--- config.mk ---
export PLATFORM = sky130hd
export DESIGN_NAME = tpg_queue
export DESIGN_NICKNAME = d
export VERILOG_FILES = /design/src/tpg_pkg.sv /design/src/tpg_queue.sv
export SDC_FILE = /design/constraint.sdc
export NUM_CORES = 1
export LEC_CHECK = 0
export BUFFER_PORTS_ARGS = -buffer_cell sky130_fd_sc_hd__buf_2
export CORE_MARGIN = 3
export CORE_UTILIZATION = 64
export CTS_BUF_LIST = sky130_fd_sc_hd__clkbuf_4 sky130_fd_sc_hd__clkbuf_8
export DETAILED_ROUTE_END_ITERATION = 12
export PLACE_DENSITY = 0.88
export SLEW_MARGIN = 20
export SYNTH_ARGS = -nofsm -noshare
export SYNTH_HDL_FRONTEND = slang
export SYNTH_SLANG_ARGS = --single-unit
--- constraint.sdc ---
create_clock -name i_clk -period 3.55 [get_ports i_clk]
set_clock_uncertainty 0.1 [all_clocks]
set_input_delay 0.5325 -clock i_clk [delete_from_list [all_inputs] [get_ports i_clk]]
set_output_delay 0.5325 -clock i_clk [all_outputs]
set_load 0.01 [all_outputs]
--- src/tpg_pkg.sv ---
// ---------------------------------------------------------------------------
// tpg_pkg
// Shared types and constants of the trapezoid pulse generator.
// ---------------------------------------------------------------------------
package tpg_pkg;

    localparam logic [31:0] START_DELAY = 32'd0;

    localparam int TICK_W  = 32;
    localparam int LEVEL_W = 16;
    localparam int CFG_IDX_W = 3;
    localparam int CFG_DATA_W = 32;

    // one remainder bit per stage over the 33-bit phase dividend
    localparam int MOD_BITS = TICK_W + 1;
    // ramp quotient never exceeds the 16-bit level span magnitude
    localparam int DIV_BITS = 16;

    localparam int QDEPTH = 4;
    localparam int QAW    = 2;

    typedef enum logic [CFG_IDX_W-1:0] {
        REG_LEVEL_LOW  = 3'd0,
        REG_LEVEL_HIGH = 3'd1,
        REG_RISE_TICKS = 3'd2,
        REG_HIGH_TICKS = 3'd3,
        REG_FALL_TICKS = 3'd4,
        REG_PERIOD     = 3'd5,
        REG_CLAMP_MIN  = 3'd6,
        REG_CLAMP_MAX  = 3'd7
    } t_reg_idx;

    typedef enum logic [1:0] {
        SEG_LOW,
        SEG_HIGH,
        SEG_RISE,
        SEG_FALL
    } t_seg;

    typedef struct packed {
        logic signed [LEVEL_W-1:0] level_low;
        logic signed [LEVEL_W-1:0] level_high;
        logic [TICK_W-1:0]         rise_ticks;
        logic [TICK_W-1:0]         high_ticks;
        logic [TICK_W-1:0]         fall_ticks;
        logic [TICK_W-1:0]         period_ticks;
        logic signed [LEVEL_W-1:0] clamp_min;
        logic signed [LEVEL_W-1:0] clamp_max;
    } t_cfg;

    // classified word passed from front to back
    typedef struct packed {
        t_seg                      seg;
        logic [TICK_W-1:0]         factor;
        logic signed [LEVEL_W-1:0] noise;
    } t_item;

endpackage

--- src/tpg_queue.sv ---
// ---------------------------------------------------------------------------
// tpg_queue
// Short FIFO of classified words between front and back.
// ---------------------------------------------------------------------------
module tpg_queue (
    input  logic              i_clk,
    input  logic              i_rst_n,
    input  logic              i_push,
    input  tpg_pkg::t_item    i_item,
    input  logic              i_pop,
    output tpg_pkg::t_item    o_item,
    output logic              o_full,
    output logic              o_empty
);

    typedef logic [tpg_pkg::QAW-1:0] QAW_T;

    tpg_pkg::t_item      r_mem [tpg_pkg::QDEPTH];
    logic [tpg_pkg::QAW-1:0] r_wp;
    logic [tpg_pkg::QAW-1:0] r_rp;
    logic [tpg_pkg::QAW:0]   r_cnt;

    assign o_full  = (r_cnt == (tpg_pkg::QAW+1)'(tpg_pkg::QDEPTH));
    assign o_empty = (r_cnt == '0);
    assign o_item  = r_mem[r_rp];

    always_ff @(posedge i_clk) begin
        if (!i_rst_n) begin
            r_wp  <= '0;
            r_rp  <= '0;
            r_cnt <= '0;
        end else begin
            if (i_push) begin
                r_wp <= r_wp + 1'b1;
            end
            if (i_pop) begin
                r_rp <= r_rp + 1'b1;
            end
            if (i_push && !i_pop) begin
                r_cnt <= r_cnt + 1'b1;
            end else if (!i_push && i_pop) begin
                r_cnt <= r_cnt - 1'b1;
            end
        end
    end

    always_ff @(posedge i_clk) begin
        if (i_push) begin
            r_mem[r_wp] <= i_item;
        end
    end

    a_cnt_bound: assert property (@(posedge i_clk) disable iff (!i_rst_n)
        r_cnt <= (tpg_pkg::QAW+1)'(tpg_pkg::QDEPTH))
        else $error("queue count above depth");

    a_cnt_up: assert property (@(posedge i_clk) disable iff (!i_rst_n)
        i_push && !i_pop |=> r_cnt == $past(r_cnt) + 1'b1)
        else $error("queue count not incremented on push");

    a_ptr_gap: assert property (@(posedge i_clk) disable iff (!i_rst_n)
        r_wp == QAW_T'(r_rp + r_cnt[tpg_pkg::QAW-1:0]))
        else $error("queue pointers disagree with count");

endmodule

# Word level (Yosys, flattened, before mapping)
# Memory sizes are Yosys's and may differ from the RTL's. A register that Yosys moved wholly into a read port is not among the register bits.
# Cells that the tools add are included.
# totals
register_bits	7
latchBits	0
ram_bits	200
romBits	0
out_inout_bits	52
word_cells	21
mem_count	1
# op_classes
add_sub_neg	4
n_mul	0
div_mod_pow	0
magnitude_cmp	0
n_eq_ne	1
shift	0
n_mux	6
bitwise_logic	0
reduce_logical	6
# mem_list
memory	words	width	rd	rd_ports_with_merged_regs	write_ports	line_no	text
r_mem	4	50	1	1	1	tpg_queue.sv:18	tpg_pkg::t_item r_mem [tpg_pkg::QDEPTH];
# op_table
operator	count
3-bit 2-to-1 mux	2
2-bit by 1-bit adder with 2-bit output (second input constant)	2
2-bit 2-to-1 mux	2
3-bit by 1-bit adder with 3-bit output (second input constant)	1
3-bit equality test (second input constant)	1
3-bit logical NOT	1
3-bit by 1-bit subtractor with 3-bit output (second input constant)	1
1-bit logical AND	2
1-bit logical NOT	2
1-bit 2-to-1 mux	2
2-bit nonzero test	1

# Depth between registers and ports, before layout
# Gate-level depths: netlist (run 1).
# logic_depth
depth_word	4
depth_mapped	7
mapped_depth_nobuf	7

# Least setup slack after synthesis (run 1)
# No wires, ideal clock.
# synth_timing
kind	register to register
startpoint	reg r_wp[0] (netlist name)
endpoint	mem r_mem[2][0] (netlist name), enable pin
setup_time_ns	0.413
t_arrival_ns	1.733
slack_ns	1.305
path_stages_with_launch	4
n_path_buf	0
cell_sequence	dfxtp_1 -> inv_1 -> ha_1 -> and2_1
# synth_rtl
item	line_no	text
start, declared	tpg_queue.sv:19	logic [tpg_pkg::QAW-1:0] r_wp;
start signal, assigned	tpg_queue.sv:34	r_wp <= r_wp + 1'b1;
end, declared	tpg_queue.sv:18	
# Straight into the memory's write port.

==> results of run 1 <==
[sequential cells by signal (all words and copies together), names as in the netlist, named ones only]
register	cells
r_cnt	3
r_mem	200
r_rp	2
r_wp	2
[power groups by stage]
stage	combinational, mW	sequential, mW	clock, mW
global placement	0.482	2.94	0
detailed placement	0.500	2.95	0
global route	0.532	2.91	1.97
finish	0.491	2.90	1.82
CTS	0.501	2.90	1.86
floorplan	0.342	2.91	0
[path summary, 6_finish.rpt]
path / endpoint / slack (ns) / cells after the start
hold / removal: r_mem[2][29] / 0.12 / 1
setup reg to reg: r_mem[0][18] / 1.54 / 4
setup / recovery: o_item[25] / 0.62 / 3
hold reg to reg: r_cnt[2] / 0.41 / 2
[metrics by stage]
| step | hold WS (ns) | cells | utilization, % | power (mW) |
|---|---|---|---|---|
| 2_1_floorplan | 0.372 | 305 | - | 3.25 |
| 6_report | 0.120 | 605 | 77.4 | 5.20 |
| 3_5_place_dp | 0.407 | 549 | 72.2 | 3.45 |
| 4_1_cts | 0.0987 | 605 | 77.4 | 5.26 |
| 3_3_place_gp | 0.385 | 549 | 72.2 | 3.42 |
| 5_1_grt | 0.0909 | 605 | 77.4 | 5.41 |
[layout make-up]
cell class | count | area (µm²) | share of cell area (%)
multi-input cells | 80 | 1380 | 15.4
flip-flops and latches | 209 | 6190 | 68.9
repair buffers | 113 | 623 | 6.93
inverters | 4 | 15.0 | 0.167
clock inverters | 14 | 87.6 | 0.975
well taps | 143 | 179 | 1.99
clock buffers | 42 | 509 | 5.67
[Yosys cell counts]
cell type  instances
edfxtp_1         200
mux4_2            50
nand2_1            1
nor2b_1            2
xnor2_1            2
mux2i_1            2
a21boi_0           1
fa_1               1
nor3b_1            1
nor3_1             1
xor2_1             3
and2_1             9
ha_1               5
inv_1              4
buf_6              1
buf_12             5
buf_1              1
dfxtp_1            9
or3_1              1
buf_2              5
o21ai_0            1
[worst register-to-register path: stages (launching register included)]
cell and delay, ns:
dfxtp_1 0.35, inv_1 0.09, ha_1 0.15, and2_2 0.64
buf_4 0.37
[layer usage]
metal  vias to the layer above  GRT usage, %  part of all wire, %
met3                        31          4.75                  6.8
met1                      1769          27.6                   42
li1                       1563             -                    -
met2                       135          30.8                   49
met4                         4          5.41                  1.7
met5                         -             0                 0.13
[logic make-up after synthesis]
kind of cell,Yosys count,share of synthesized area [%]
flops,209,80.2
mux,52,14.9
buf+inv,16,2.01
simple gates,15,1.18
fa+ha+maj,6,1.07
xor+xnor,5,0.568
compound gates,2,0.162
==> results.toml, run 1 <==
[timing]
setup_ws_ns = 0.623
worst_slew_pin_slew_ns = 0.753
setup_viol = 0
setup_tns_ns = 0
finalHoldViolCount = 0
fin_crit_ns = 2.93
rsz0062_at_grt = "no"
fin_crit_sh_pct = 82.5
maxSlewHeadroom_pct = 49.8
slew_viol_final = 0
max_freq_mhz = 342

[synthesis]
yosys.area.top_type = "edfxtp_1"
synthesis.nets = 365
synth.top_cell.area_share_pct = 77.8
ys_seq_area_share_pct = 80.2
ys_warn_count = 0
ys_top_cells_by_area = "edfxtp_1 78%, mux4_2 15%, dfxtp_1 2.3%"
avgSynthCellArea_um2 = 25.3
ys_seq_elements = 209
synthDistinctLibCells = 21
synthesis.area_um2 = 7720
synthCells = 305

[clock_network]
clk_pin_slew_worst_paths_ns = 0.06
clkLatencyLatePin_ns = 0.52
cts_max_path_buffers = 3
cts_sinks = 209
root_buffer = "clkbuf_8"
numCtsBuffers = 31
cts_resized = 0
ctsHtreeMaxLevel = 1
cts_setup_buffers = 0
cts_tree = "done"
hold_buffers = 0

[critical_path]
crit_family = "flip-flops"
worstReg2RegStart = "r_wp[0]"
worstPathCellList = "buf_12 -> mux4_2 -> buf_2"
cpMaxStageDelayCell = "dfxtp_4"
critPathArrivalTime_ns = 2.29
worst-setup-path-type = "reg2out"
required_ns = 2.92
cp_num_buf_inv = 2
crit_path_max_fanout = 30
max_stage_delay_ns = 0.75
startpoint_type = "flop"
crit_path_end_kind = "output port"

[floorplanning]
die_w_um = 116
start_util_pct = 66.5
dieArea_um2 = 13400
rows = 39
pin_count = 106
chipHeight_um = 116
design.core.area_um2 = 11600

[global_routing]
grt_pass1_wl_um = 19500
grt_util_all_layers_pct = 19.3
grt_pass1_vias = 3606
grt_max_degree = 51
grt-ovfl-total = 0
antenna_found_initial = 2

[power]
p_int_mw = 4.08
ir_drop_mv = 0.392
p_leak_nw = 3.10
share_comb_of_total_power_pct = 9.4
p_sw_mw = 1.13
p_sw_share_pct = 21.7
p_seq_share_pct = 55.6
p_per_area_nw_per_um2 = 579
clockPowerShare_pct = 34.9

[place]
place_area_um2 = 8390
portBuffers = 105
place_ws_ns = 1.11
gp_congestion = 0.698
dp_hpwl_um = 8040

[drt]
drtIter0Drc = 250
wire_per_inst_um = 21.1
detail-route-antenna-nets = 0
vias_per_cell = 5.79
finalWirelength_um = 12800
route.detailed.drc = 0
drtPass1Iterations = 4
vias = 3502

[finish]
final_cell_mix = "200 x edfxtp_1, 105 x buf_2, 50 x mux4_2"
layout_commonest_cell = "edfxtp_1"
drive_above_1_share_pct = 47.0
fillers = 609
finalInstanceArea_um2 = 8990
final_nets = 499
area_growth_pct = 16.4
num_antenna_cells = 0

[outcome]
status = "finished clean"

[job]
maxCapViolCount = 0

[hold_path]
hp-start = "i_item[29]"
hp-class = "in2reg"
No activity file was read; power rests on OpenSTA's default activity.
==> run 2, diff against run 1 <==
Settings changed: ABC_AREA set to 1, CORE_UTILIZATION 64 to 54, PLACE_DENSITY 0.88 to 0.78.
Clock period 3.55 ns to 2.5 ns, I/O delays scaled along.
==> run 2 against run 1 <==
  * Flip-flop and latch count is the same
  * Synthesized area increased by 3.6%
  * Sequential power increased by 40%
  * Clock-buffer cell count is 3 higher
  * Worst hold slack lost 0.070 ns
  * Critical path depth rose by 1
==> results.toml, run 2 <==
[synthesis]
synthDistinctLibCells = 22
synthesis.area_um2 = 7990
synthesis.nets = 601
synth-edff-count = 200
ys_top_cells_by_area = "edfxtp_1 75%, nor2_1 4.9%, o22ai_1 3.9%"
synthTopCellsByCount = "200 x edfxtp_1, 104 x nor2_1, 60 x o21ai_1"
ys_warn_count = 0
synth_ff_type = "edfxtp_1"
synthCells = 541
yosys.area.top_type = "edfxtp_1"
synth.top_cell.area_share_pct = 75.2
yosysMostFrequentCell = "edfxtp_1"
avgSynthCellArea_um2 = 14.8
ys_seq_elements = 209
ys_seq_area_share_pct = 77.4
synthArstFlopShare_pct = 0

[place]
place_ws_ns = 0.578
dpl.cell_count = 809
place_area_um2 = 8580
dp_hpwl_um = 9700
portBuffers = 105
gp_congestion = 0.759

[drt]
detail-route-antenna-nets = 0
vias = 5129
finalWirelength_um = 16900
route.detailed.drc = 0
drtPass1Iterations = 5
vias_per_cell = 5.59
wire_per_inst_um = 18.4
drtIter0Drc = 450

[power]
p_per_area_nw_per_um2 = 760
finalPower_mw = 7.37
ir_drop_mv = 0.366
p_leak_nw = 3.51

[global_routing]
met1_usage_pct = 26.0
grt_util_all_layers_pct = 20.4
met3_usage_pct = 4.42
grt_max_degree = 101
antenna_found_initial = 0
gr-max-usage-layer = "met2"
grt-ovfl-total = 0
grt_pass1_wl_um = 26300
grtUsageMet2_pct = 35.2
grt_pass1_vias = 5273

[timing]
setup_viol = 0
rsz0062_at_grt = "no"
fin_crit_ns = 2.38
max_freq_mhz = 421
hold_slack_ns = 0.0501
worst_slew_pin_slew_ns = 0.465
setup_ws_ns = 0.124
finalHoldViolCount = 0
maxSlewHeadroom_pct = 69.0
fin_crit_sh_pct = 95.0
setup_tns_ns = 0
slew_viol_final = 0

[floorplanning]
dieArea_um2 = 16300
rows = 43
die_w_um = 128
pin_count = 106
design.core.area_um2 = 14100
start_util_pct = 56.5
chipHeight_um = 128

[finish]
num_antenna_cells = 0
final_cell_mix = "200 x edfxtp_1, 105 x buf_2, 104 x nor2_1"
drive_above_1_share_pct = 23.9
final_nets = 773
layout_commonest_cell = "edfxtp_1"
top_register = "r_mem"
finalInstanceArea_um2 = 9690
stdcell_count = 917
area_growth_pct = 21.2
final_core_util_pct = 68.4
fillers = 942
largest_reg_flops = 200
reg_top3 = "r_mem: 200 flops, r_cnt: 3 flops"

[critical_path]
required_ns = 2.03
worst-setup-path-type = "reg2out"
rrSetupSlack_ns = 0.74
crit_path_end_kind = "output port"
crit_family = "buffers and inverters"
crit_path_max_fanout = 100
max_stage_delay_ns = 0.45
cpMaxStageDelayCell = "dfxtp_4"
worstPathCellList = "inv_12 -> o21ai_1 -> o22ai_1 -> buf_2"
critPathArrivalTime_ns = 1.90
cp_num_buf_inv = 2
startpoint_type = "flop"

[clock_network]
ctsHtreeMaxLevel = 1
clkLatencyLatePin_ns = 0.52
cts_tree = "done"
root_buffer = "clkbuf_8"
cts_sinks = 209
numCtsBuffers = 31
cts_max_path_buffers = 3
clk_pin_slew_worst_paths_ns = 0.06

[hold_path]
hp-class = "in2reg"

[job]
maxCapViolCount = 0

[outcome]
status = "finished clean"
-- run 2: cells by family (layout without fill, tap and decap cells) --
kind of cell    count (synthesis)  after routing  synth area share [%]
flops                         209            209                  77.4
fa+ha+maj                       6              6                  1.03
compound gates                160            160                  10.8
simple gates                  118            118                  5.65
buf+inv                        48            244                  5.10
-- run 2: power by group --
part	internal (mW)	switching [mW]	leakage [nW]
Combinational	0.303	0.478	1.29
Clock	1.36	1.17	0.311
Sequential	4.00	0.0525	1.91
-- run 2: final cells by class --
type | count | area (µm²) | share of cell area, %
Clock buffer | 45 | 532 | 5.49
Clock inverter | 12 | 51.3 | 0.530
Inverter | 17 | 76.3 | 0.788
Multi-Input combinational cell | 284 | 1400 | 14.4
Sequential cell | 209 | 6190 | 63.9
Tap cell | 180 | 225 | 2.33
Timing Repair Buffer | 170 | 1210 | 12.5
-- run 2: what timing repair did --
item                                    4_1_cts  5_1_grt
hold buffers                                 50        0
buffers inserted                              0        1
endpoints found under the hold margin       200        0
resized for setup                             0        1
endpoints found under the setup margin        0       26
-- run 2: tightest hold or removal path, stage by stage --
cell	delay (ns)
buf_2	0.14
nand2_1	0.07
nor2_1	0.04
-- run 2: layer usage --
metal | vias to the layer above | share of wire, %
li1 | 2386 | -
met1 | 2516 | 41
met2 | 199 | 50
met3 | 28 | 7.4
met4 | 0 | 1.8
met5 | - | 0
-- run 2: final timing paths --
check        startpoint           end  cells past startpoint
max                flop    o_item[25]                      4
min             i_rst_n      r_cnt[2]                      3
max reg2reg     r_wp[0]  r_mem[2][38]                      5
min reg2reg     r_rp[1]          flop                      1
