<file path="src/tpg_pkg.sv">
// ---------------------------------------------------------------------------
// tpg_pkg
// Shared types and constants of the trapezoid pulse generator.
// ---------------------------------------------------------------------------
package tpg_pkg;

    localparam logic [31:0] START_DELAY = 32'd0;

    localparam int TICK_W  = 32;
    localparam int LEVEL_W = 16;
    localparam int CFG_IDX_W = 3;
    localparam int CFG_DATA_W = 32;

    // one remainder bit per stage over the 33-bit phase dividend
    localparam int MOD_BITS = TICK_W + 1;
    // ramp quotient never exceeds the 16-bit level span magnitude
    localparam int DIV_BITS = 16;

    localparam int QDEPTH = 4;
    localparam int QAW    = 2;

    typedef enum logic [CFG_IDX_W-1:0] {
        REG_LEVEL_LOW  = 3'd0,
        REG_LEVEL_HIGH = 3'd1,
        REG_RISE_TICKS = 3'd2,
        REG_HIGH_TICKS = 3'd3,
        REG_FALL_TICKS = 3'd4,
        REG_PERIOD     = 3'd5,
        REG_CLAMP_MIN  = 3'd6,
        REG_CLAMP_MAX  = 3'd7
    } t_reg_idx;

    typedef enum logic [1:0] {
        SEG_LOW,
        SEG_HIGH,
        SEG_RISE,
        SEG_FALL
    } t_seg;

    typedef struct packed {
        logic signed [LEVEL_W-1:0] level_low;
        logic signed [LEVEL_W-1:0] level_high;
        logic [TICK_W-1:0]         rise_ticks;
        logic [TICK_W-1:0]         high_ticks;
        logic [TICK_W-1:0]         fall_ticks;
        logic [TICK_W-1:0]         period_ticks;
        logic signed [LEVEL_W-1:0] clamp_min;
        logic signed [LEVEL_W-1:0] clamp_max;
    } t_cfg;

    // classified word passed from front to back
    typedef struct packed {
        t_seg                      seg;
        logic [TICK_W-1:0]         factor;
        logic signed [LEVEL_W-1:0] noise;
    } t_item;

endpackage

</file>
<file path="src/tpg_if.sv">
// ---------------------------------------------------------------------------
// tpg channel interfaces
// Input, output and configuration channels with valid/ready handshake.
// ---------------------------------------------------------------------------
interface tpg_in_if;
    logic                                   valid;
    logic                                   ready;
    logic [tpg_pkg::TICK_W-1:0]             tick_number;
    logic signed [tpg_pkg::LEVEL_W-1:0]     noise_sample;
    modport source (output valid, tick_number, noise_sample, input ready);
    modport sink   (input valid, tick_number, noise_sample, output ready);
endinterface


</file>
<file path="src/tpg_front.sv">
// ---------------------------------------------------------------------------
// tpg_front
// Phase remainder pipeline (one bit per stage) and segment classification.
// ---------------------------------------------------------------------------
module tpg_front (
    input  logic              i_clk,
    input  logic              i_rst_n,
    tpg_in_if.sink            i_in,
    input  tpg_pkg::t_cfg     i_cfg,
    input  logic              i_full,
    output logic              o_push,
    output tpg_pkg::t_item    o_item
);

    localparam int LAST = tpg_pkg::MOD_BITS - 1;

    function automatic logic [31:0] mod_step(input logic [31:0] rem, input logic b,
                                             input logic [31:0] per);
        logic [32:0] t;
        t = {rem, b};
        if (t >= {1'b0, per}) begin
            t = t - {1'b0, per};
        end
        return t[31:0];
    endfunction

    logic [31:0]                 w_per;
    logic signed [33:0]          w_diff;
    logic [32:0]                 w_mag;
    logic                        w_adv;

    logic [31:0]                 r_rem   [tpg_pkg::MOD_BITS];
    logic [32:0]                 r_num   [tpg_pkg::MOD_BITS];
    logic signed [15:0]          r_noise [tpg_pkg::MOD_BITS];
    logic                        r_neg   [tpg_pkg::MOD_BITS];
    logic [tpg_pkg::MOD_BITS-1:0] r_vld;

    assign w_per  = (i_cfg.period_ticks == 32'd0) ? 32'd1 : i_cfg.period_ticks;
    assign w_diff = $signed({2'b00, i_in.tick_number}) + 34'sd1
                  - $signed({2'b00, tpg_pkg::START_DELAY});
    assign w_mag  = w_diff[33] ? 33'(-w_diff) : w_diff[32:0];

    assign w_adv      = !r_vld[LAST] || !i_full;
    assign i_in.ready = w_adv;
    assign o_push     = r_vld[LAST] && !i_full;

    always_ff @(posedge i_clk) begin
        if (!i_rst_n) begin
            r_vld <= '0;
        end else if (w_adv) begin
            r_vld <= {r_vld[LAST-1:0], i_in.valid};
        end
    end

    always_ff @(posedge i_clk) begin
        if (w_adv) begin
            r_rem[0]   <= mod_step(32'd0, w_mag[32], w_per);
            r_num[0]   <= {w_mag[31:0], 1'b0};
            r_noise[0] <= i_in.noise_sample;
            r_neg[0]   <= w_diff[33];
            for (int j = 1; j < tpg_pkg::MOD_BITS; j++) begin
                r_rem[j]   <= mod_step(r_rem[j-1], r_num[j-1][32], w_per);
                r_num[j]   <= {r_num[j-1][31:0], 1'b0};
                r_noise[j] <= r_noise[j-1];
                r_neg[j]   <= r_neg[j-1];
            end
        end
    end

    // segment of the phase within the period
    logic [31:0] w_p;
    logic [32:0] w_flat_end;
    logic [33:0] w_fall_end;

    always_comb begin
        w_p        = r_rem[LAST];
        w_flat_end = {1'b0, i_cfg.rise_ticks} + {1'b0, i_cfg.high_ticks};
        w_fall_end = {1'b0, w_flat_end} + {2'b00, i_cfg.fall_ticks};
        o_item.noise  = r_noise[LAST];
        o_item.factor = w_p;
        if (r_neg[LAST] && w_p != 32'd0) begin
            o_item.seg = tpg_pkg::SEG_LOW;
        end else if (w_p <= i_cfg.rise_ticks) begin
            o_item.seg = (i_cfg.rise_ticks == 32'd0) ? tpg_pkg::SEG_HIGH : tpg_pkg::SEG_RISE;
        end else if ({1'b0, w_p} < w_flat_end) begin
            o_item.seg = tpg_pkg::SEG_HIGH;
        end else if ({2'b00, w_p} < w_fall_end) begin
            o_item.seg    = tpg_pkg::SEG_FALL;
            o_item.factor = w_p - w_flat_end[31:0];
        end else begin
            o_item.seg = tpg_pkg::SEG_LOW;
        end
    end

endmodule

</file>
<file path="src/flat_wrapper.sv">
// flat-port wrapper written by rule: the top's interface ports become plain ports
module tpg_front_flat 
  (i_clk, i_rst_n, i_cfg, i_full, o_push, o_item, i_in_valid, i_in_tick_number, i_in_noise_sample, i_in_ready);
  tpg_in_if i_in_i ();
  input  logic i_clk;
  input  logic i_rst_n;
  input  tpg_pkg::t_cfg i_cfg;
  input  logic i_full;
  output logic o_push;
  output tpg_pkg::t_item o_item;
  input wire logic [$bits(i_in_i.valid)-1:0] i_in_valid;
  input wire logic [$bits(i_in_i.tick_number)-1:0] i_in_tick_number;
  input wire logic [$bits(i_in_i.noise_sample)-1:0] i_in_noise_sample;
  output wire logic [$bits(i_in_i.ready)-1:0] i_in_ready;
  assign i_in_i.valid = i_in_valid;
  assign i_in_i.tick_number = i_in_tick_number;
  assign i_in_i.noise_sample = i_in_noise_sample;
  assign i_in_ready = i_in_i.ready;
  tpg_front u_core (.i_clk(i_clk), .i_rst_n(i_rst_n), .i_in(i_in_i), .i_cfg(i_cfg), .i_full(i_full), .o_push(o_push), .o_item(o_item));
endmodule
</file>
<file path="config.mk">
export PLATFORM = sky130hd
export DESIGN_NAME = tpg_front_flat
export DESIGN_NICKNAME = d
export VERILOG_FILES = /design/src/tpg_pkg.sv /design/src/tpg_if.sv /design/src/tpg_front.sv /design/src/flat_wrapper.sv
export SDC_FILE = /design/constraint.sdc
export NUM_CORES = 2
export LEC_CHECK = 0
export BUFFER_PORTS_ARGS = -buffer_cell sky130_fd_sc_hd__buf_4
export CORE_MARGIN = 2
export CORE_UTILIZATION = 50
export DETAILED_ROUTE_END_ITERATION = 8
export GPL_ROUTABILITY_DRIVEN = 0
export PLACE_DENSITY = 0.77
export SLEW_MARGIN = 20
export SYNTH_ARGS = -nofsm -noshare
export SYNTH_HDL_FRONTEND = slang
export SYNTH_SLANG_ARGS = --single-unit
</file>
<file path="constraint.sdc">
create_clock -name i_clk -period 55.5 [get_ports i_clk]
set_input_delay 0 -clock i_clk [delete_from_list [all_inputs] [get_ports i_clk]]
set_output_delay 0 -clock i_clk [all_outputs]
set_load 0.01 [all_outputs]
</file>
After elaboration in Yosys (flattened, before gate mapping)
Memories as Yosys holds them, arrays and structs flattened.
Cells that the tools add are included.
{"block": "op_classes", "n_addsub": 38, "n_lt_le_gt_ge": 36, "n_mux": 79, "reduce_logical": 8}
{"operator": "$mux 32", "n": 71}
{"operator": "$ge 33x32->1", "n": 32}
{"operator": "$sub 32x32->32", "n": 33}
{"operator": "$logic_not 32->1", "n": 2}
{"operator": "$add 33x32->34", "n": 1}
{"operator": "$lt 32x34->1", "n": 1}
{"operator": "$add 32x1->33 const B", "n": 1}
{"operator": "$add 32x32->33", "n": 1}
{"operator": "$lt 32x33->1", "n": 1}
{"operator": "$mux 33", "n": 1}
{"operator": "$neg 33->33", "n": 1}
{"operator": "$ge 1x32->1", "n": 1}
{"operator": "$le 32x32->1", "n": 1}
{"operator": "$reduce_bool 32->1", "n": 1}
{"operator": "$sub 1x32->32", "n": 1}
{"operator": "$mux 2", "n": 5}
{"operator": "$logic_and 1x1->1", "n": 2}
{"operator": "$logic_not 1->1", "n": 2}
{"operator": "$mux 1", "n": 2}
{"operator": "$logic_or 1x1->1", "n": 1}
{"block": "totals", "reg_bits": 33, "ram_bits": 2673, "input_bits": 244, "out_inout_bits": 52, "word_cells": 166, "n_memories": 4}
{"name": "u_core.r_num", "words": 33, "word_bits": 32, "rd": 32, "rd_ports_with_merged_regs": 0, "write_ports": 33, "line_no": "tpg_front.sv:33", "source": "logic [32:0] r_num [tpg_pkg::MOD_BITS];"}
{"name": "u_core.r_rem", "words": 33, "word_bits": 32, "rd": 33, "rd_ports_with_merged_regs": 0, "write_ports": 33, "line_no": "tpg_front.sv:32", "source": "logic [31:0] r_rem [tpg_pkg::MOD_BITS];"}
{"name": "u_core.r_noise", "words": 33, "word_bits": 16, "rd": 33, "rd_ports_with_merged_regs": 0, "write_ports": 33, "line_no": "tpg_front.sv:34", "source": "logic signed [15:0] r_noise [tpg_pkg::MOD_BITS];"}
{"name": "u_core.r_neg", "words": 33, "word_bits": 1, "rd": 33, "rd_ports_with_merged_regs": 0, "write_ports": 33, "line_no": "tpg_front.sv:35", "source": "logic r_neg [tpg_pkg::MOD_BITS];"}

Longest topological paths before layout
{"block": "logic_depth", "word_depth": 7, "depth_mapped": 36, "mapped_depth_nobuf": 35}

Worst setup path after synthesis
OpenSTA, ideal clock, no wires.
{"block": "synth_path", "path_type": "register to register", "from": "register u_core.r_vld[32] (netlist name)", "to": "memory u_core.r_noise[0][0] (enable)", "setup_time_ps": 3299, "arrival_ps": 57460, "required_ps": 52201, "slack_ps": -5259, "stages_incl_launch_ff": 5, "n_path_buf": 2, "synth_period_minus_slack_ps": 60759, "cell_sequence": "dfxtp_1 -> and2_1 -> clkbuf_1 -> inv_1 -> buf_1"}
{"element": "from (decl)", "line_no": "tpg_front.sv:36", "source": "logic [tpg_pkg::MOD_BITS-1:0] r_vld;"}
{"element": "from (signal assigned)", "line_no": "tpg_front.sv:51", "source": "r_vld <= {r_vld[LAST-1:0], i_in.valid};"}
{"element": "to (decl)", "line_no": "tpg_front.sv:34"}

==> key figures <==
Logic synthesis
  • Post-synth top flop: edfxtp_1
  • Synth Instances: 11990
  • Yosys warnings: 0
  • Register area share after synthesis: 0.4833
  • Asr flop ratio synth: 0
  • Cell variety after synth: 99
  • Post-synth EDFFs: 2112
  • Flop and latch count out of synthesis: 2145
  • Post-synthesis cell area: 0.1326 mm2
  • Syn_nets: 13460
  • Syn avg cell area: 11.06 um2

Layout
  • Final core utilization: 0.5587
  • Commonest non-fill, non-tap cell in the layout: edfxtp_1
  • Layout cells sized above 1: 0.1018
  • Fin cells: 16180
  • Most frequent cells in the layout: edfxtp_1, ha_1, a21oi_1
  • Fin nets: 13920
  • Synthesis-to-layout area growth: 11.41%

Setup path
  • Worst path slowest cell: mux2_2
  • Most used cell, CP: o21ai_0
  • Crit path required time: 55.50 ns
  • Setup crit end kind: output port
  • CP arrival: 7.79 ns
  • Worst setup SP type: primary input
  • Crit-path max FO: 33
  • Critical Path Max Stage Delay: 0.49 ns
  • WS Path Type: primary input to output port

Die
  • Die height: 518.9 um
  • Number of I/O pins: 296
  • Row Count: 189
  • Die W: 518.9 um
  • Die area: 0.2693 mm2
  • Initial core utilization: 0.5015
  • Placeable Area: 0.2644 mm2

Power
  • Overall power: 5131 uW
  • Lkg Pwr: 0.06260 uW
  • Peak VDD IR: 0.00003373 V
  • Power Density: 34.74 mW/mm2
  • Switching power: 1608 uW
  • Switching Fraction: 0.3133
  • Pint: 3524 uW
  • Part of the power in combinational logic: 0.299
  • Flop pwr share: 0.402
  • Clock Power Share: 0.299

Placement
  • Placed insts: 15630
  • Buffers on Ports: 231
  • Final HPWL DP: 219200 um

Timing
  • Final Setup Violations: 0
  • RSZ-0062 raised after global routing: no
  • Fin. Hold Viols: 0
  • Relative slew slack: 0.1638
  • Max Freq: 0.1284 GHz
  • Final setup TNS: 0 ns
  • Slew @ Worst Pin: 1.254 ns
  • Final min period: 7.788 ns
  • Final worst path period share: 0.1403
  • Pins Over Slew Limit: 0
  • Clk_skew: 0.1052 ns
  • WHS: 0.05172 ns

Job
  • Max Cap Viol: 0

CTS
  • CTS Buffer Depth: 3
  • CTS tree: built
  • CTS resizes: 0
  • CTS sink cnt: 2145
  • Clk root buf: clkbuf_16
  • Worst-path clk slew: 0.06 ns
  • H-tree depth: 4
  • CTS Buf Count: 218
  • Worst-Skew Late Latency: 0.92 ns

Global route
  • Initial antenna violation count: 3
  • First-pass GRT wire length: 492700 um
  • Largest net degree at the start of global routing: 154
  • Total track usage: 0.2270
  • Number of global-route vias before repair: 91940
  • GRT overflow: 0

Detailed routing
  • Vias/cell: 5.978
  • WL final: 315700 um
  • Initial drt markers: 8325
  • DRC viols: 0
  • Routed WL per cell: 19.52 um
  • Drt pass-1 iters: 6
  • Routed Antenna Nets: 0
  • Vias: 96700

Status
  • Status: completed

Hold path
  • HP Class: primary input to flip-flop
## layout make-up
class                   count  area (um2)
diodes                      5       12.51
multi-input cells        9181       66080
clock inverters           149        1879
clock buffers             260        5685
flip-flops and latches   2145       64080
inverters                 436        1647
repair buffers            467        3909
well taps                3533        4420
fillers                 21810      116700
## critical path, delay by kind of cell
kind / cells / cell delay [ns]
AOI/OAI and AO/OA: 16 / 3.06
xor gates and xnor gates: 2 / 0.27
adders and majority gates: 4 / 1.05
buffers and inverters: 4 / 0.77
muxes: 1 / 0.49
and+or+nand+nor: 10 / 2.10
## layer usage
metal  track usage  vias to the layer above  part of all wire
li1              -                    46610                 -
met1        0.3036                    45990              0.43
met2        0.3720                     3408              0.46
met3       0.03171                      682             0.068
met4       0.09135                        2             0.042
met5             0                        -          0.000041
## logic make-up (layout without fill, tap and decap cells)
family | Yosys count | count (layout) | synth area share
AOI/OAI and AO/OA | 3538 | 3538 | 0.1692
and+or+nand+nor | 3037 | 3037 | 0.1099
DFF | 2145 | 2145 | 0.4833
adders and majority gates | 1222 | 1222 | 0.1173
xor gates and xnor gates | 894 | 894 | 0.05906
buffers and inverters | 663 | 1312 | 0.01971
muxes | 490 | 490 | 0.04149
other | 0 | 5 | 0
## power by group through the flow
stage	combinational [uW]	clock [uW]	sequential (uW)
floorplan	1140	0	2050
finish	1530	1530	2060
CTS	1510	1560	2060
global route	1700	1620	2080
detailed placement	1490	0	2090
global placement	1460	0	2090
## flip-flops by register name, indices dropped and copies added, names as in the netlist
name            count
u_core.r_vld       33
u_core.r_rem     1056
u_core.r_noise    528
u_core.r_num      528
## final timing paths
path | start | endpoint | slack [ns] | depth (start not counted)
setup / recovery | i_cfg[128] | o_item[19] | 47.71 | 37
hold / removal | i_cfg[33] | u_core.r_rem[5][1]$_DFFE_PP_ | 0.05 | 3
setup reg to reg | u_core.r_vld[32]$_SDFFE_PN0P_ | u_core.r_noise[14][9]$_DFFE_PP_ | 49.10 | 9
hold reg to reg | u_core.r_num[0][477]$_DFFE_PP_ | u_core.r_num[0][510]$_DFFE_PP_ | 0.41 | 0
## per-stage QoR
stage | setup WS (ns) | area (um2)
finish | 47.71 | 147700
global route | 47.11 | 147700
CTS | 47.81 | 147600
detailed placement | 47.85 | 138700
global placement | 47.86 | 138700
floorplan | 1.996 | 132600
## synthesized netlist by cell type (22+ instances only)
library cell,n,area [um2]
edfxtp_1,2112,63420
ha_1,1187,14850
a21oi_1,1023,5120
nand2_1,903,3390
o21ai_0,813,4069
nor2_1,796,2988
xnor2_1,552,4835
a21o_1,487,3656
inv_1,435,1633
mux2_2,424,4775
xor2_1,342,2995
nand3_1,196,980.9
o21a_1,186,1396
nand2b_1,183,1145
nor3_1,168,840.8
nand4_1,166,1039
clkbuf_1,151,566.8
a31oi_1,143,894.6
nor2b_1,130,813.3
a211oi_1,123,923.4
and3_1,116,725.7
o21bai_1,113,848.3
a21boi_0,83,623.1
o31ai_1,83,623.1
nor4_1,70,437.9
or2_2,65,406.6
o211ai_1,59,442.9
or3_1,58,362.9
buf_2,54,270.3
and2_1,53,331.6
mux2i_1,53,530.5
o31a_1,36,315.3
fa_1,35,700.7
a211o_1,34,297.8
dfxtp_1,33,660.6
and4_1,32,280.3
a221oi_1,29,254.0
a2111oi_0,27,236.5
a31o_2,26,227.7
o21ai_1,24,120.1
o2111ai_1,23,201.4
nor3b_1,22,165.2
## timing repair
item                      4_1_cts  5_1_grt
hold buffers                  135        0
buffers inserted                0        0
hold endpoints to repair      112        0
Note: power is estimated with default switching activity, not from simulation.
