`config.mk`:
```
export PLATFORM = sky130hd
export DESIGN_NAME = tpg_back_flat
export DESIGN_NICKNAME = d
export VERILOG_FILES = /design/src/tpg_pkg.sv /design/src/tpg_if.sv /design/src/tpg_back.sv /design/src/flat_wrapper.sv
export SDC_FILE = /design/constraint.sdc
export NUM_CORES = 2
export LEC_CHECK = 0
export ABC_AREA = 1
export BUFFER_PORTS_ARGS = -buffer_cell sky130_fd_sc_hd__buf_4
export CORE_ASPECT_RATIO = 0.5
export CORE_MARGIN = 8
export CORE_UTILIZATION = 45
export CTS_BUF_LIST = sky130_fd_sc_hd__clkbuf_16
export DETAILED_ROUTE_END_ITERATION = 8
export RECOVER_POWER = 100
export SLEW_MARGIN = 15
export SYNTH_ARGS = -nofsm -noshare
export SYNTH_HDL_FRONTEND = slang
export SYNTH_SLANG_ARGS = --single-unit
```
`constraint.sdc`:
```
create_clock -name i_clk -period 39.3 [get_ports i_clk]
set_clock_uncertainty 0.05 [all_clocks]
set_input_delay 1.965 -clock i_clk [delete_from_list [all_inputs] [get_ports i_clk]]
set_output_delay 1.965 -clock i_clk [all_outputs]
set_load 0.02 [all_outputs]
```
`src/tpg_pkg.sv`:
```
// ---------------------------------------------------------------------------
// tpg_pkg
// Shared types and constants of the trapezoid pulse generator.
// ---------------------------------------------------------------------------
package tpg_pkg;

    localparam logic [31:0] START_DELAY = 32'd0;

    localparam int TICK_W  = 32;
    localparam int LEVEL_W = 16;
    localparam int CFG_IDX_W = 3;
    localparam int CFG_DATA_W = 32;

    // one remainder bit per stage over the 33-bit phase dividend
    localparam int MOD_BITS = TICK_W + 1;
    // ramp quotient never exceeds the 16-bit level span magnitude
    localparam int DIV_BITS = 16;

    localparam int QDEPTH = 4;
    localparam int QAW    = 2;

    typedef enum logic [CFG_IDX_W-1:0] {
        REG_LEVEL_LOW  = 3'd0,
        REG_LEVEL_HIGH = 3'd1,
        REG_RISE_TICKS = 3'd2,
        REG_HIGH_TICKS = 3'd3,
        REG_FALL_TICKS = 3'd4,
        REG_PERIOD     = 3'd5,
        REG_CLAMP_MIN  = 3'd6,
        REG_CLAMP_MAX  = 3'd7
    } t_reg_idx;

    typedef enum logic [1:0] {
        SEG_LOW,
        SEG_HIGH,
        SEG_RISE,
        SEG_FALL
    } t_seg;

    typedef struct packed {
        logic signed [LEVEL_W-1:0] level_low;
        logic signed [LEVEL_W-1:0] level_high;
        logic [TICK_W-1:0]         rise_ticks;
        logic [TICK_W-1:0]         high_ticks;
        logic [TICK_W-1:0]         fall_ticks;
        logic [TICK_W-1:0]         period_ticks;
        logic signed [LEVEL_W-1:0] clamp_min;
        logic signed [LEVEL_W-1:0] clamp_max;
    } t_cfg;

    // classified word passed from front to back
    typedef struct packed {
        t_seg                      seg;
        logic [TICK_W-1:0]         factor;
        logic signed [LEVEL_W-1:0] noise;
    } t_item;

endpackage

```
`src/tpg_if.sv`:
```


interface tpg_out_if;
    logic                                   valid;
    logic                                   ready;
    logic signed [tpg_pkg::LEVEL_W-1:0]     wave_sample;
    modport source (output valid, wave_sample, input ready);
    modport sink   (input valid, wave_sample, output ready);
endinterface


```
`src/tpg_back.sv`:
```
// ---------------------------------------------------------------------------
// tpg_back
// Ramp multiply, pipelined divide, noise add, clamp and output register.
// ---------------------------------------------------------------------------
module tpg_back (
    input  logic              i_clk,
    input  logic              i_rst_n,
    input  tpg_pkg::t_cfg     i_cfg,
    input  tpg_pkg::t_item    i_item,
    input  logic              i_empty,
    output logic              o_pop,
    tpg_out_if.source         o_out
);

    localparam int ND   = tpg_pkg::DIV_BITS;
    localparam int LAST = ND - 1;

    function automatic logic [32:0] div_step(input logic [31:0] rem, input logic b,
                                             input logic [31:0] dv);
        logic [32:0] t;
        logic        q;
        t = {rem, b};
        q = (t >= {1'b0, dv});
        if (q) begin
            t = t - {1'b0, dv};
        end
        return {q, t[31:0]};
    endfunction

    logic                w_adv;
    logic signed [16:0]  w_span;
    logic [15:0]         w_smag;

    // multiply stage
    logic                r_m_vld;
    logic [47:0]         r_m_prod;
    logic                r_m_neg;
    tpg_pkg::t_seg       r_m_seg;
    logic signed [15:0]  r_m_noise;

    // divide stages
    logic [ND-1:0]       r_d_vld;
    logic [31:0]         r_d_rem   [ND];
    logic [15:0]         r_d_low   [ND];
    logic [15:0]         r_d_q     [ND];
    logic                r_d_neg   [ND];
    tpg_pkg::t_seg       r_d_seg   [ND];
    logic signed [15:0]  r_d_noise [ND];

    logic                r_out_vld;
    logic signed [15:0]  r_wave;

    assign w_adv  = !r_out_vld || o_out.ready;
    assign o_pop  = w_adv && !i_empty;
    assign w_span = {i_cfg.level_high[15], i_cfg.level_high}
                  - {i_cfg.level_low[15], i_cfg.level_low};
    assign w_smag = w_span[16] ? 16'(-w_span) : w_span[15:0];

    function automatic logic [31:0] divisor(input tpg_pkg::t_seg s, input tpg_pkg::t_cfg c);
        return (s == tpg_pkg::SEG_FALL) ? c.fall_ticks : c.rise_ticks;
    endfunction

    always_ff @(posedge i_clk) begin
        if (!i_rst_n) begin
            r_m_vld   <= 1'b0;
            r_d_vld   <= '0;
            r_out_vld <= 1'b0;
        end else if (w_adv) begin
            r_m_vld   <= !i_empty;
            r_d_vld   <= {r_d_vld[LAST-1:0], r_m_vld};
            r_out_vld <= r_d_vld[LAST];
        end
    end

    // quotient bit and partial remainder of each divide stage
    logic [32:0] w_ds [ND];

    always_comb begin
        w_ds[0] = div_step(r_m_prod[47:16], r_m_prod[15], divisor(r_m_seg, i_cfg));
        for (int j = 1; j < ND; j++) begin
            w_ds[j] = div_step(r_d_rem[j-1], r_d_low[j-1][15],
                               divisor(r_d_seg[j-1], i_cfg));
        end
    end

    always_ff @(posedge i_clk) begin
        if (w_adv) begin
            r_m_prod  <= 48'(w_smag) * 48'(i_item.factor);
            r_m_neg   <= w_span[16];
            r_m_seg   <= i_item.seg;
            r_m_noise <= i_item.noise;

            r_d_rem[0]   <= w_ds[0][31:0];
            r_d_q[0]     <= {15'd0, w_ds[0][32]};
            r_d_low[0]   <= {r_m_prod[14:0], 1'b0};
            r_d_neg[0]   <= r_m_neg;
            r_d_seg[0]   <= r_m_seg;
            r_d_noise[0] <= r_m_noise;
            for (int j = 1; j < ND; j++) begin
                r_d_rem[j]   <= w_ds[j][31:0];
                r_d_q[j]     <= {r_d_q[j-1][14:0], w_ds[j][32]};
                r_d_low[j]   <= {r_d_low[j-1][14:0], 1'b0};
                r_d_neg[j]   <= r_d_neg[j-1];
                r_d_seg[j]   <= r_d_seg[j-1];
                r_d_noise[j] <= r_d_noise[j-1];
            end
        end
    end

    // level, noise and saturation
    logic signed [17:0] w_sq;
    logic signed [17:0] w_level;
    logic signed [17:0] w_sum;
    logic signed [15:0] w_wave;

    always_comb begin
        w_sq = r_d_neg[LAST] ? -$signed({2'b00, r_d_q[LAST]}) : $signed({2'b00, r_d_q[LAST]});
        case (r_d_seg[LAST])
            tpg_pkg::SEG_RISE: w_level = 18'(i_cfg.level_low) + w_sq;
            tpg_pkg::SEG_FALL: w_level = 18'(i_cfg.level_high) - w_sq;
            tpg_pkg::SEG_HIGH: w_level = 18'(i_cfg.level_high);
            default:           w_level = 18'(i_cfg.level_low);
        endcase
        w_sum = w_level + 18'(r_d_noise[LAST]);
        if (w_sum > 18'(i_cfg.clamp_max)) begin
            w_wave = i_cfg.clamp_max;
        end else if (w_sum < 18'(i_cfg.clamp_min)) begin
            w_wave = i_cfg.clamp_min;
        end else begin
            w_wave = w_sum[15:0];
        end
    end

    always_ff @(posedge i_clk) begin
        if (w_adv) begin
            r_wave <= w_wave;
        end
    end

    assign o_out.valid       = r_out_vld;
    assign o_out.wave_sample = r_wave;

endmodule

```
`src/flat_wrapper.sv`:
```
// flat-port wrapper written by rule: the top's interface ports become plain ports
module tpg_back_flat 
  (i_clk, i_rst_n, i_cfg, i_item, i_empty, o_pop, o_out_valid, o_out_wave_sample, o_out_ready);
  tpg_out_if o_out_i ();
  input  logic i_clk;
  input  logic i_rst_n;
  input  tpg_pkg::t_cfg i_cfg;
  input  tpg_pkg::t_item i_item;
  input  logic i_empty;
  output logic o_pop;
  output wire logic [$bits(o_out_i.valid)-1:0] o_out_valid;
  output wire logic [$bits(o_out_i.wave_sample)-1:0] o_out_wave_sample;
  input wire logic [$bits(o_out_i.ready)-1:0] o_out_ready;
  assign o_out_valid = o_out_i.valid;
  assign o_out_wave_sample = o_out_i.wave_sample;
  assign o_out_i.ready = o_out_ready;
  tpg_back u_core (.i_clk(i_clk), .i_rst_n(i_rst_n), .i_cfg(i_cfg), .i_item(i_item), .i_empty(i_empty), .o_pop(o_pop), .o_out(o_out_i));
endmodule
```
== Word level (Yosys, flattened, before mapping) ==
Memories as Yosys holds them, arrays and structs flattened.
Index checks and enable logic that the tools add are counted.

* Reductions and logical operators: 4
* Bitwise logic cells: 0
* $add $sub $neg: 22
* $lt $le $gt $ge: 18
* Divide/modulo/power cells: 0
* Shift-type cells: 0
* Equality and inequality tests: 19
* $mul: 1
* Mux-type cells: 39

{| class="wikitable"
|+ Operators with widths
! operator !! count
|-
| $mux W32 || 32
|-
| $ge A33 B32 Y1 || 16
|-
| $sub A32 B32 Y32 || 16
|-
| $pmux W18 S3 || 1
|-
| $mul A16 B32 Y48 || 1
|-
| $mux W16 || 3
|-
| $eq A2 B2 Y1 const B || 18
|-
| $add A16 B18 Y18 || 1
|-
| $add A18 B16 Y18 || 1
|-
| $gt A18 B16 Y1 || 1
|-
| $lt A18 B16 Y1 || 1
|-
| $mux W18 || 1
|-
| $neg A16 Y18 || 1
|-
| $sub A16 B18 Y18 || 1
|-
| $sub A16 B16 Y17 || 1
|-
| $neg A16 Y16 || 1
|-
| $eq A2 B1 Y1 const B || 1
|-
| $logic_not A1 Y1 || 2
|-
| $mux W1 || 2
|-
| $logic_and A1 B1 Y1 || 1
|-
| $logic_or A1 B1 Y1 || 1
|}

* Bits in writable memories: 1312
* Output and inout port bits: 18
* Memories kept: 6
* Memory bits (read-only): 0
* Flip-flop bits (word level): 101
* Word-level logic and storage cells: 117
* Latch bits: 0

{| class="wikitable"
|+ Memories
! name !! depth !! width !! read ports !! clocked after memory_dff !! write ports !! RTL line !! text
|-
| u_core.r_d_rem || 16 || 32 || 15 || 0 || 16 || tpg_back.sv:43 || <nowiki>logic [31:0] r_d_rem [ND];</nowiki>
|-
| u_core.r_d_noise || 16 || 16 || 16 || 0 || 16 || tpg_back.sv:48 || <nowiki>logic signed [15:0] r_d_noise [ND];</nowiki>
|-
| u_core.r_d_q || 16 || 16 || 16 || 0 || 16 || tpg_back.sv:45 || <nowiki>logic [15:0] r_d_q [ND];</nowiki>
|-
| u_core.r_d_low || 16 || 15 || 15 || 0 || 16 || tpg_back.sv:44 || <nowiki>logic [15:0] r_d_low [ND];</nowiki>
|-
| u_core.r_d_seg || 16 || 2 || 16 || 0 || 16 || tpg_back.sv:47 || <nowiki>tpg_pkg::t_seg r_d_seg [ND];</nowiki>
|-
| u_core.r_d_neg || 16 || 1 || 16 || 0 || 16 || tpg_back.sv:46 || <nowiki>logic r_d_neg [ND];</nowiki>
|}

== Logic depth before layout (Yosys ltp) ==
An unclocked memory read counts as a cell.

* Depth in word-level cells: 9
* Gate-level depth with buffers: 47
* Mapped depth without buffers: 46

== Worst setup path before layout ==
Ideal clock, no wire load.

* Kind: input -> register
* Start: input port o_out_ready
* End: register u_core.r_wave[0] (netlist: u_core.o_out.wave_sample[0]), enable pin
* Setup slack: 4.849 ns
* Buffers on the path: 1
* Library setup time: 1.924 ns
* Stages: 3
* Arrival time: 32.477 ns
* Cell sequence: nor2_1 -> clkinv_1 -> clkbuf_1

* Word-level cells in the longest chain between the ends: 1

{| class="wikitable"
|+ RTL lines
! item !! RTL line !! text
|-
| start, declared || flat_wrapper.sv:13 || <nowiki>input wire logic [$bits(o_out_i.ready)-1:0] o_out_ready;</nowiki>
|-
| $logic_or A1 B1 Y1 || tpg_back.sv:53 || <nowiki>assign w_adv = !r_out_vld || o_out.ready;</nowiki>
|-
| end signal, assigned || tpg_back.sv:136 || <nowiki>r_wave <= w_wave;</nowiki>
|-
| end, declared || tpg_back.sv:51 || <nowiki>logic signed [15:0] r_wave;</nowiki>
|}

No other way between the ends.
A chain may end at the register's enable or synchronous reset.

==> metrics.log <==
[metrics] total number of clock tree sinks: 1141
[metrics] y dimension of the die: 341 um
[metrics] Placed Cells: 14400
[metrics] sequential element share of the synthesized area: 35.9%
[metrics] total global-route track usage: 28.5%
[metrics] Final Setup Violations: 0
[metrics] final-layout setup total negative slack: 0 ns
[metrics] sum of net half-perimeters after detailed placement: 246000 um
[metrics] slack of the critical path: 20.60 ns
[metrics] final hold vios: 0
[metrics] number of enable-type register cells in the synthesized netlist: 1123
[metrics] slew of the pin with the lowest slew margin: 7.81 ns
[metrics] crit path DAT: 18.94 ns
[metrics] starting density of the core: 45.2%
[metrics] number of placement rows: 119
[metrics] post-cts resize count: 0
[metrics] largest fanout of any net on the critical path: 155
[metrics] hold buffers post-CTS: 0
[metrics] number of standard cells after synthesis: 11600
[metrics] filler-free cell count of the finished design: 14600
[metrics] vias per std cell: 5.55
[metrics] routed wirelength normalized by instance count: 22.8 um
[metrics] area of the core: 210000 um^2
[metrics] worst skew pair latency: 0.78 ns
[metrics] postcts setup bufs: 0
[metrics] residual overflow from global routing: 0
[metrics] post-synthesis average cell area: 8.16 um^2
[metrics] # port buffers: 199
[metrics] DRT Pass-1 Iters: 8
[metrics] cell area after technology mapping: 95000 um^2
[metrics] failing checks: capacitance limit, slew limit
[metrics] Iter 0 DRT Violations: 8248
[metrics] number of max-capacitance violations reported: 31
[metrics] level count of the clock H-tree: 3
[metrics] largest net degree at the start of global routing: 156
[metrics] worst hold-check slack: 0.339 ns
[metrics] Setup crit end kind: flop
[metrics] count of distinct cell types in the synthesized netlist: 57
[metrics] clock-pin slew reported for the worst setup and hold paths after clock tree synthesis: 0.07 ns
[metrics] count of filler cells inserted in the layout: 20800
[metrics] number of nets produced by synthesis: 13100
[metrics] Most used DFF post-synth: sky130_fd_sc_hd__edfxtp_1
[metrics] final wirelength: 333000 um
[metrics] fmax: 0.0535 GHz
[metrics] kind of start point of the critical path: primary input
[metrics] clock tree from TritonCTS: yes
[metrics] max-slew headroom at the worst pin: -420%
[metrics] initial antenna violation count: 31
[metrics] number of vias after detailed routing: 81200
[metrics] post-synthesis sequential element count: 1141
[metrics] post-detailed-route count of antenna-violating nets: 0
[metrics] post-route clock period utilization: 47.6%
[metrics] buffer levels on the longest clock path: 3
[metrics] final weighted congestion in routability-driven placement: 0.962
[metrics] required time of the critical path: 39.54 ns
[metrics] worst slack at placement: 27.83 ns
[metrics] die outline area: 227000 um^2
[metrics] die width: 666 um
[metrics] number of max-slew violations in the final report: 2063
[metrics] via count of the first global-routing pass: 76300
[metrics] number of remaining DRC errors: 0
[metrics] TritonCTS buffer count: 108
[metrics] Area growth, synth to finish: 8.24%
[metrics] global-route wire length before repair: 489000 um
[metrics] count of boundary I/O pins: 264
[metrics] number of warning messages in the yosys log: 0
[metrics] Worst Path Class, Setup: in -> reg
[metrics] root buffer cell: sky130_fd_sc_hd__clkbuf_16
[metrics] fraction of layout cells with a size suffix above 1: 4.15%
[metrics] fraction of registers with async set or reset after synthesis: 0%
[metrics] worst hold path type: reg -> reg
[metrics] final period demand of the worst path: 18.70 ns
[metrics] status: finished, violations left
[metrics] number of nets in the finished design: 13100
[metrics] RSZ-0062 raised after global routing: false
==> cells in the final DEF, fill, tap and decap left out, drive strengths merged, types with 14 or more instances in the layout <==
master	synthesis	final
edfxtp	1123	1123
inv	1380	1397
o21a	26	26
buf	73	210
nand3	406	406
xor2	223	223
o21bai	39	39
nor2	872	872
a31oi	73	73
clkbuf	279	171
a21o	116	116
clkinv	3	50
a21boi	48	48
o211ai	39	39
dfxtp	18	18
nor4	15	15
nand4	43	43
nand2	3186	3186
nand3b	46	46
a21oi	694	694
xnor2	290	290
bufinv	0	16
nor3	90	90
fa	437	437
o21ai	1320	1320
clkinvlp	0	14
a221oi	22	22
ha	736	736
==> cell usage after synthesis (46+ instances only) <==
cell type | count | area (um^2)
sky130_fd_sc_hd__a21oi_1 | 674 | 3370
sky130_fd_sc_hd__nor3_1 | 90 | 450
sky130_fd_sc_hd__o21ai_1 | 51 | 255
sky130_fd_sc_hd__nand3_1 | 401 | 2010
sky130_fd_sc_hd__xnor2_1 | 288 | 2520
sky130_fd_sc_hd__o21ai_0 | 1265 | 6330
sky130_fd_sc_hd__fa_1 | 437 | 8750
sky130_fd_sc_hd__clkbuf_1 | 279 | 1050
sky130_fd_sc_hd__nor2_1 | 868 | 3260
sky130_fd_sc_hd__inv_1 | 1361 | 5110
sky130_fd_sc_hd__nand3b_1 | 46 | 345
sky130_fd_sc_hd__edfxtp_1 | 1123 | 33700
sky130_fd_sc_hd__xor2_1 | 222 | 1940
sky130_fd_sc_hd__a21boi_0 | 47 | 353
sky130_fd_sc_hd__ha_1 | 736 | 9210
sky130_fd_sc_hd__a31oi_1 | 73 | 457
sky130_fd_sc_hd__a21o_1 | 116 | 871
sky130_fd_sc_hd__nand2_1 | 3166 | 11900
==> sequential cells by signal, indices dropped and copies added (netlist names) <==
| name | cells |
|---|---|
| u_core.o_out.valid | 1 |
| u_core.o_out.wave_sample | 16 |
| u_core.r_d_low | 120 |
| u_core.r_d_neg | 16 |
| u_core.r_d_noise | 256 |
| u_core.r_d_q | 136 |
| u_core.r_d_rem | 480 |
| u_core.r_d_seg | 32 |
| u_core.r_d_vld | 16 |
| u_core.r_m_neg | 1 |
| u_core.r_m_noise | 16 |
| u_core.r_m_prod | 48 |
| u_core.r_m_seg | 2 |
| u_core.r_m_vld | 1 |
==> path summary, 6_finish.rpt <==
path                       from                     to  slack [ns]  cells after the start
max                 o_out_ready  u_core.r_d_rem[1][13]       20.60                      7
min          u_core.r_d_q[7][3]     u_core.r_d_q[8][4]        0.34                      0
min reg2reg  u_core.r_d_q[7][3]     u_core.r_d_q[8][4]        0.34                      0
max reg2reg  u_core.o_out.valid  u_core.r_d_rem[1][13]       21.52                      7
==> cell families after synthesis <==
family          synth area share (%)
flops                           35.9
compound gates                  13.8
fa+ha+maj                       18.9
simple gates                    19.6
buf+inv                         7.08
xor+xnor                        4.75
==> critical path, stage by stage <==
cell and delay (ns):
sky130_fd_sc_hd__clkbuf_4 0.10, sky130_fd_sc_hd__nor2_1 0.05, sky130_fd_sc_hd__clkinvlp_2 3.03, sky130_fd_sc_hd__clkbuf_1 5.67, sky130_fd_sc_hd__clkbuf_1 2.53, sky130_fd_sc_hd__clkbuf_1 2.79
sky130_fd_sc_hd__clkbuf_1 2.53
==> per-layer routing <==
metal  track usage (%)  routed length, um
met4              10.9              14400
met5                 0                 20
met2              44.3             145000
met1              40.2             148000
met3              4.12              26200
==> area by class of cell <==
type                            instances  area, um^2  area share, %
Antenna cell                           12        30.0         0.0292
Multi-Input combinational cell       8773       54200           52.7
Tap cell                             2843        3560           3.46
Clock inverter                         94        1160           1.13
Inverter                             1383        5190           5.05
Clock buffer                          108        2700           2.63
Timing Repair Buffer                  273        1890           1.84
Sequential cell                      1141       34100           33.1
==> metrics by stage <==
stage,cell area [um^2],utilization [%]
floorplan,95000,-
global placement,99200,47.2
detailed placement,99200,47.2
CTS,103000,49.0
global route,103000,48.9
finish,103000,48.9
Power is not shown: default switching activity piles up to over one toggle a cycle in this logic, so the estimate is an artifact.
